===== src/rtl/chf_pkg.sv =====
// ----------------------------------------------------------------------------
// chf_pkg
// Types and constants shared by the compass heading pipeline.
// ----------------------------------------------------------------------------
package chf_pkg;

  localparam int XW        = 28;  // CORDIC x/y datapath width
  localparam int ZW        = 20;  // CORDIC angle width, radians * 65536
  localparam int HW        = 21;  // heading sum width before wrap
  localparam int WW        = 19;  // wrapped heading width, 0..2*pi
  localparam int PW        = 47;  // product width for degree conversion
  localparam int TABLE_LEN = 24;

  typedef logic signed [ZW-1:0] ang_t;

  typedef struct packed {
    logic signed [XW-1:0] x;
    logic signed [XW-1:0] y;
    ang_t                 z;
    logic                 zero;
  } cordic_t;

  localparam ang_t ANG_PI = 20'sd205887;
  localparam logic signed [HW-1:0] ANG_TWO_PI = 21'sd411775;
  localparam logic [27:0] DEG64_MUL = 28'd240315917;
  localparam logic [14:0] HEADING_MAX = 15'd23040;

  localparam ang_t ATAN_TAB [TABLE_LEN] = '{
    20'sd51472, 20'sd30385, 20'sd16055, 20'sd8150, 20'sd4091, 20'sd2047,
    20'sd1024,  20'sd512,   20'sd256,   20'sd128,  20'sd64,   20'sd32,
    20'sd16,    20'sd8,     20'sd4,     20'sd2,    20'sd1,    20'sd0,
    20'sd0,     20'sd0,     20'sd0,     20'sd0,    20'sd0,    20'sd0
  };

  typedef enum logic [1:0] {
    CFG_X_OFFSET    = 2'd0,
    CFG_Y_OFFSET    = 2'd1,
    CFG_DECLINATION = 2'd2
  } cfg_idx_t;

endpackage


===== src/rtl/chf_cordic_stage.sv =====
// ----------------------------------------------------------------------------
// chf_cordic_stage
// One registered vectoring CORDIC micro-rotation with its own valid bit.
// ----------------------------------------------------------------------------
module chf_cordic_stage #(
  parameter int unsigned STAGE = 0
) (
  input  logic             clk,
  input  logic             rst_n,
  input  logic             up_valid,
  output logic             up_ready,
  input  chf_pkg::cordic_t up_data,
  output logic             dn_valid,
  input  logic             dn_ready,
  output chf_pkg::cordic_t dn_data
);
  import chf_pkg::*;

  logic    valid_r;
  cordic_t data_r;
  cordic_t data_nxt;
  logic signed [XW-1:0] xs;
  logic signed [XW-1:0] ys;

  assign up_ready = !valid_r || dn_ready;
  assign dn_valid = valid_r;
  assign dn_data  = data_r;

  always_comb begin
    xs = up_data.x >>> STAGE;
    ys = up_data.y >>> STAGE;
    data_nxt = up_data;
    if (!up_data.y[XW-1]) begin
      data_nxt.x = up_data.x + ys;
      data_nxt.y = up_data.y - xs;
      data_nxt.z = up_data.z + ATAN_TAB[STAGE];
    end else begin
      data_nxt.x = up_data.x - ys;
      data_nxt.y = up_data.y + xs;
      data_nxt.z = up_data.z - ATAN_TAB[STAGE];
    end
  end

  always_ff @(posedge clk) begin
    if (!rst_n) begin
      valid_r <= 1'b0;
    end else if (up_ready) begin
      valid_r <= up_valid;
    end
  end

  always_ff @(posedge clk) begin
    if (up_ready && up_valid) begin
      data_r <= data_nxt;
    end
  end

endmodule


===== src/rtl/compass_heading_from_field.sv =====
// ----------------------------------------------------------------------------
// compass_heading_from_field
// Magnetometer X/Y sample to compass heading: offset removal, CORDIC atan2,
// declination, wrap to one turn, conversion to degrees * 64.
// ----------------------------------------------------------------------------
// Throughput: one sample per cycle while the output is not stalled;
// each CORDIC iteration is its own stage.
// Every stage holds its own valid bit, so a stalled output fills bubbles first.
// Reset clears all valid bits and the offset and declination registers to 0.
// ----------------------------------------------------------------------------
module compass_heading_from_field #(
  parameter int CORDIC_ITERATIONS = 16
) (
  input  logic        clk,
  input  logic        rst_n,
  input  logic        in_tvalid,
  output logic        in_tready,
  input  logic [31:0] in_tdata,   // [15:0] x_axis, [31:16] y_axis
  output logic        out_tvalid,
  input  logic        out_tready,
  output logic [15:0] out_tdata,  // [14:0] heading_deg, degrees * 64; [15] reserved, reads 0
  input  logic        cfg_we,
  input  logic [1:0]  cfg_index,
  input  logic [15:0] cfg_wdata
);
  import chf_pkg::*;

  localparam int N = CORDIC_ITERATIONS;

  logic [15:0] x_offset_r;
  logic [15:0] y_offset_r;
  logic [15:0] declination_r;

  logic    c_vld [N+1];
  logic    c_rdy [N+1];
  cordic_t c_bus [N+1];

  logic    prep_vld_r;
  cordic_t prep_r;
  cordic_t prep_nxt;

  logic signed [16:0] dx;
  logic signed [16:0] dy;
  logic signed [16:0] xa;
  logic signed [16:0] ya;

  logic                 w1_vld_r;
  logic                 w1_rdy;
  logic signed [HW-1:0] h1_r;
  logic signed [HW-1:0] h1_nxt;
  ang_t                 z_eff;

  logic                 w2_vld_r;
  logic                 w2_rdy;
  logic [WW-1:0]        hw_r;
  logic [WW-1:0]        hw_nxt;
  logic signed [HW-1:0] ha;
  logic signed [HW-1:0] hb;

  logic          m_vld_r;
  logic          m_rdy;
  logic [PW-1:0] prod_r;
  logic [PW-1:0] prod_nxt;

  logic          out_vld_r;
  logic          out_rdy;
  logic [14:0]   heading_r;
  logic [14:0]   heading_nxt;
  logic [PW:0]   rnd;
  logic [15:0]   deg;

  // configuration registers
  always_ff @(posedge clk) begin
    if (!rst_n) begin
      x_offset_r    <= '0;
      y_offset_r    <= '0;
      declination_r <= '0;
    end else if (cfg_we) begin
      case (cfg_index)
        CFG_X_OFFSET:    x_offset_r    <= cfg_wdata;
        CFG_Y_OFFSET:    y_offset_r    <= cfg_wdata;
        CFG_DECLINATION: declination_r <= cfg_wdata;
        default: ;
      endcase
    end
  end

  // prep stage: remove offsets, fold negative X into the right half plane
  always_comb begin
    dx = {in_tdata[15], in_tdata[15:0]} - {x_offset_r[15], x_offset_r};
    dy = {in_tdata[31], in_tdata[31:16]} - {y_offset_r[15], y_offset_r};
    xa = dx[16] ? -dx : dx;
    ya = dx[16] ? -dy : dy;
    prep_nxt.x    = {{(XW-25){xa[16]}}, xa, 8'h00};
    prep_nxt.y    = {{(XW-25){ya[16]}}, ya, 8'h00};
    prep_nxt.z    = dx[16] ? (dy[16] ? -ANG_PI : ANG_PI) : '0;
    prep_nxt.zero = (dx == '0) && (dy == '0);
  end

  assign in_tready = !prep_vld_r || c_rdy[0];

  always_ff @(posedge clk) begin
    if (!rst_n) begin
      prep_vld_r <= 1'b0;
    end else if (in_tready) begin
      prep_vld_r <= in_tvalid;
    end
  end

  always_ff @(posedge clk) begin
    if (in_tready && in_tvalid) begin
      prep_r <= prep_nxt;
    end
  end

  assign c_vld[0] = prep_vld_r;
  assign c_bus[0] = prep_r;
  assign c_rdy[N] = w1_rdy;

  for (genvar k = 0; k < N; k++) begin : g_cordic
    chf_cordic_stage #(
      .STAGE (k)
    ) u_stage (
      .clk      (clk),
      .rst_n    (rst_n),
      .up_valid (c_vld[k]),
      .up_ready (c_rdy[k]),
      .up_data  (c_bus[k]),
      .dn_valid (c_vld[k+1]),
      .dn_ready (c_rdy[k+1]),
      .dn_data  (c_bus[k+1])
    );
  end

  // add declination
  assign z_eff  = c_bus[N].zero ? '0 : c_bus[N].z;
  assign h1_nxt = {z_eff[ZW-1], z_eff} +
                  {{(HW-19){declination_r[15]}}, declination_r, 3'b000};
  assign w1_rdy = !w1_vld_r || w2_rdy;

  always_ff @(posedge clk) begin
    if (!rst_n) begin
      w1_vld_r <= 1'b0;
    end else if (w1_rdy) begin
      w1_vld_r <= c_vld[N];
    end
  end

  always_ff @(posedge clk) begin
    if (w1_rdy && c_vld[N]) begin
      h1_r <= h1_nxt;
    end
  end

  // wrap once into one turn, clamp what stays negative
  always_comb begin
    ha = h1_r[HW-1] ? h1_r + ANG_TWO_PI : h1_r;
    hb = (ha > ANG_TWO_PI) ? ha - ANG_TWO_PI : ha;
    hw_nxt = hb[HW-1] ? '0 : hb[WW-1:0];
  end

  assign w2_rdy = !w2_vld_r || m_rdy;

  always_ff @(posedge clk) begin
    if (!rst_n) begin
      w2_vld_r <= 1'b0;
    end else if (w2_rdy) begin
      w2_vld_r <= w1_vld_r;
    end
  end

  always_ff @(posedge clk) begin
    if (w2_rdy && w1_vld_r) begin
      hw_r <= hw_nxt;
    end
  end

  // scale to degrees * 64
  assign prod_nxt = PW'(hw_r) * PW'(DEG64_MUL);
  assign m_rdy    = !m_vld_r || out_rdy;

  always_ff @(posedge clk) begin
    if (!rst_n) begin
      m_vld_r <= 1'b0;
    end else if (m_rdy) begin
      m_vld_r <= w2_vld_r;
    end
  end

  always_ff @(posedge clk) begin
    if (m_rdy && w2_vld_r) begin
      prod_r <= prod_nxt;
    end
  end

  // round, saturate, output register
  always_comb begin
    rnd = {1'b0, prod_r} + (PW+1)'(33'h0_8000_0000);
    deg = rnd[PW:32];
    heading_nxt = (deg > {1'b0, HEADING_MAX}) ? HEADING_MAX : deg[14:0];
  end

  assign out_rdy = !out_vld_r || out_tready;

  always_ff @(posedge clk) begin
    if (!rst_n) begin
      out_vld_r <= 1'b0;
    end else if (out_rdy) begin
      out_vld_r <= m_vld_r;
    end
  end

  always_ff @(posedge clk) begin
    if (out_rdy && m_vld_r) begin
      heading_r <= heading_nxt;
    end
  end

  assign out_tvalid = out_vld_r;
  assign out_tdata  = {1'b0, heading_r};

  a_heading_range: assert property (@(posedge clk) disable iff (!rst_n)
    out_tvalid |-> (out_tdata[14:0] <= HEADING_MAX))
    else $error("heading above full turn");

  a_wrap_range: assert property (@(posedge clk) disable iff (!rst_n)
    w2_vld_r |-> ($signed({2'b00, hw_r}) <= ANG_TWO_PI))
    else $error("wrapped angle outside one turn");

  a_stall_source: assert property (@(posedge clk) disable iff (!rst_n)
    !in_tready |-> (out_tvalid && !out_tready))
    else $error("input stalled without output backpressure");

  a_mult_hold: assert property (@(posedge clk) disable iff (!rst_n)
    (m_vld_r && !out_rdy) |=> (m_vld_r && $stable(prod_r)))
    else $error("product stage lost data under stall");

endmodule

===== config.mk =====
export PLATFORM = sky130hd
export DESIGN_NAME = compass_heading_from_field
export DESIGN_NICKNAME = d
export VERILOG_FILES = /design/src/rtl/chf_pkg.sv /design/src/rtl/chf_cordic_stage.sv /design/src/rtl/compass_heading_from_field.sv
export SDC_FILE = /design/constraint.sdc
export NUM_CORES = 2
export LEC_CHECK = 0
export BUFFER_PORTS_ARGS = -buffer_cell sky130_fd_sc_hd__buf_2
export CORE_ASPECT_RATIO = 1.25
export CORE_MARGIN = 1.5
export CORE_UTILIZATION = 25
export CTS_CLUSTER_SIZE = 25
export DETAILED_ROUTE_END_ITERATION = 10
export PLACE_DENSITY = 0.49
export SLEW_MARGIN = 20
export SYNTH_ARGS = -nofsm -noshare
export SYNTH_HDL_FRONTEND = slang
export SYNTH_SLANG_ARGS = --single-unit

===== constraint.sdc =====
create_clock -name clk -period 11.27 [get_ports clk]
set_clock_uncertainty 0.2 [all_clocks]
set_input_delay 2.254 -clock clk [delete_from_list [all_inputs] [get_ports clk]]
set_output_delay 2.254 -clock clk [all_outputs]
set_load 0.005 [all_outputs]

==> impl_results.md <==
* Most frequent cell after synthesis: ha_1
* Clock buffer depth at 4
* Pwr dens at 107 nW/um^2
* Min Tclk post-route at 8320 ps
* RD Place Congestion at 0.893
* Global-route wire length before repair at 429000 microns
* ANT nets after route at 0
* #FFs+latches synth at 1229
* Post-DP HPWL at 227000 microns
* Clk slew on worst S/H paths at 60 ps
* Post-synth top cells: 1244 x ha_1, 1160 x edfxtp_1, 965 x nor2_1, 917 x a21oi_1, 877 x xnor2_1
* Initial antenna violation count at 20
* Die Height at 722 microns
* Met2 WL post-DR at 141000 microns
* Sink Count at 1229
* Max Slew Vio Count at 0
* Fill cells at 43300
* CP Capture Type: output port
* Largest net degree at the start of global routing at 78
* Status: finished clean
* Async S/R FF share, synth at 0
* Area delta synth->final at 11.8%
* Yosys top cell area share at 0.337
* Startpoint Class: primary input
* Setup violations, final at 0
* GR Overflow Total at 0
* Final period utilization at 0.739
* Max frequency at 0.120 GHz
* Hold WC Path Type: flip-flop to flip-flop
* DR WL/cell at 17.0 microns
* Row cnt at 263
* Post-synthesis cell type count at 94
* Crit-path cells: buf_2, nor2b_1, and3_1, and3_1, nand2_1, nor3_1, and4_1, and2_0, nand3_1, buf_2
* Initial DRC Count at 3843
* CP Buf/Inv Count at 2
* Hold buffers post-CTS at 0
* Layout cells sized above 1 at 0.0458
* Num CTS Buffers at 157
* Initial core utilization at 0.251
* Leak at 46.1 nW
* Synth Warn # at 0
* Via-to-Cell Ratio at 4.57
* Synth Area per Inst at 9.68 sq um
* Max Cap Violations at 0
* Pwr Total at 0.0123 W
* Actual slew at the worst max-slew pin at 1100 ps
* Number of port buffers at 71
* Clock Latency Late Sink at 860 ps
* Post-synthesis sequential area ratio at 0.351
* Post-CTS Resized at 0
* Crit-path max FO at 6
* CP required at 8820 ps
* DR pass1 iterations at 5
* Final Hold Vio Count at 0
* Gate Count Post-Synth at 10700
* Final cell utilization of the core at 0.281
* DIE WIDTH at 578 microns
* Placed insts at 16100
* Top Ports at 73
* # DRC at 0
* Wl on met1 at 116000 microns
* RSZ-0062 raised after global routing: no
* Largest area contributor in the netlist: edfxtp_1
* Worst path slowest cell: nor3_1
* Mapped cell area at 103000 sq um
* CTS tree: built
* Worst path max stage delay at 880 ps
* Post-CTS setup buffers at 0
* Post-Layout Cell Count at 16400
* Die area at 417000 sq um
* Worst EP arrival at 5870 ps
* Delay-heaviest family, CP: simple AND/OR/NAND/NOR gates
* Top_reg_cell synth: edfxtp_1
* Clock root cell: clkbuf_16
* H-tree Lvls at 4
* GRT Total Usage at 0.131
* Setup CP Type: primary input to output port
* Total Neg Setup Slack at 0 ps
* Max IR drop VDD at 0.000114 V
* Final wirelength at 278000 microns
* Ranking of synthesized cells by area: edfxtp_1 34%, ha_1 15%, xnor2_1 7.4%
* Core area at 411000 sq um
* Met3 routed wirelength at 6490 microns
* Post-synth EDFFs at 1160
* Max transition margin at 0.264
* Top sig layer: met5
* Vias in the first global route at 75900
* Post-layout nets at 12300
* Routed via count at 74800
* Post-Syn Nets at 12200
==> metrics by stage <==
step / hold WS (ps) / worst slack (ps) / instance area [sq um]
floorplan: 200 / 1480 / 103000
global placement: 202 / 3050 / 110000
detailed placement: 205 / 3040 / 110000
CTS: 217 / 3020 / 115000
global route: 221 / 2840 / 115000
finish: 216 / 2950 / 115000
==> sequential cells by signal, summed over array words and instances (netlist names), 15 cells and up <==
register	cells
c_bus	38
declination_r	16
g_cordic.u_stage.dn_data	1051
g_cordic.u_stage.dn_valid	16
h1_r	21
heading_r	15
hw_r	19
prod_r	16
x_offset_r	16
y_offset_r	16
==> routing by layer <==
metal / track usage / vias to the layer above
met5: 0 / -
met1: 0.148 / 34700
li1: - / 38600
met2: 0.244 / 998
met4: 0.0602 / 4
met3: 0.0138 / 503
==> power breakdown <==
part | internal [W] | switching [W]
sequential | 0.00520 | 0.000139
clock | 0.00288 | 0.00202
combinational | 0.000860 | 0.00125
total | 0.00893 | 0.00341
==> area by class of cell <==
class | instances | area (sq um) | share of cell area
well taps | 5432 | 6800 | 0.0589
repair buffers | 137 | 851 | 0.00737
clock buffers | 192 | 4150 | 0.0360
inverters | 873 | 3280 | 0.0284
clock inverters | 83 | 798 | 0.00692
diodes | 2 | 5.00 | 0.0000434
multi-input cells | 8410 | 63300 | 0.549
flip-flops and latches | 1229 | 36200 | 0.314
==> worst paths after layout <==
path,from,end,slack (ps),cells after the start
worst max-delay path,out_tready,in_tready,2950,10
worst max register to register,hw_r[16],prod_r[46],3290,20
worst min-delay path,g_cordic[6].u_stage.dn_data[2],g_cordic[7].u_stage.dn_data[2],220,0
worst min register to register,g_cordic[6].u_stage.dn_data[2],g_cordic[7].u_stage.dn_data[2],220,0
==> placed cells by master (no fill, tap or decap), types with 185 or more instances in the layout <==
master	Yosys	final
fa_1	230	230
nor2_1	965	965
nor3_1	338	338
nand3_1	185	185
inv_1	870	870
a21o_1	319	319
ha_1	1244	1244
edfxtp_1	1160	1160
a21oi_1	917	917
o21ai_0	420	420
nand2_1	593	593
xor2_1	487	487
xnor2_1	877	877
nor2b_1	196	186
==> worst reg2reg max path: cells and delay by family, from the launching register on <==
kind | cells | cell delay (ps)
AO/OA/AOI/OAI | 9 | 2820
adder cells (fa/ha/maj) | 7 | 3640
buffers and inverters | 2 | 90
flip-flops | 1 | 570
AND/OR/NAND/NOR | 2 | 420
==> logic make-up (layout without fill, tap and decap cells) <==
group,after synthesis,after routing,share of synthesized area
mux,67,67,0.00698
fa+ha+maj,1474,1474,0.195
other cells,1,3,0.0000363
compound gates,2552,2552,0.156
xor+xnor,1364,1364,0.116
simple gates,2952,2952,0.137
flops,1229,1229,0.351
buf+inv,1030,1285,0.0378
Power figures use the tool's default switching activity.
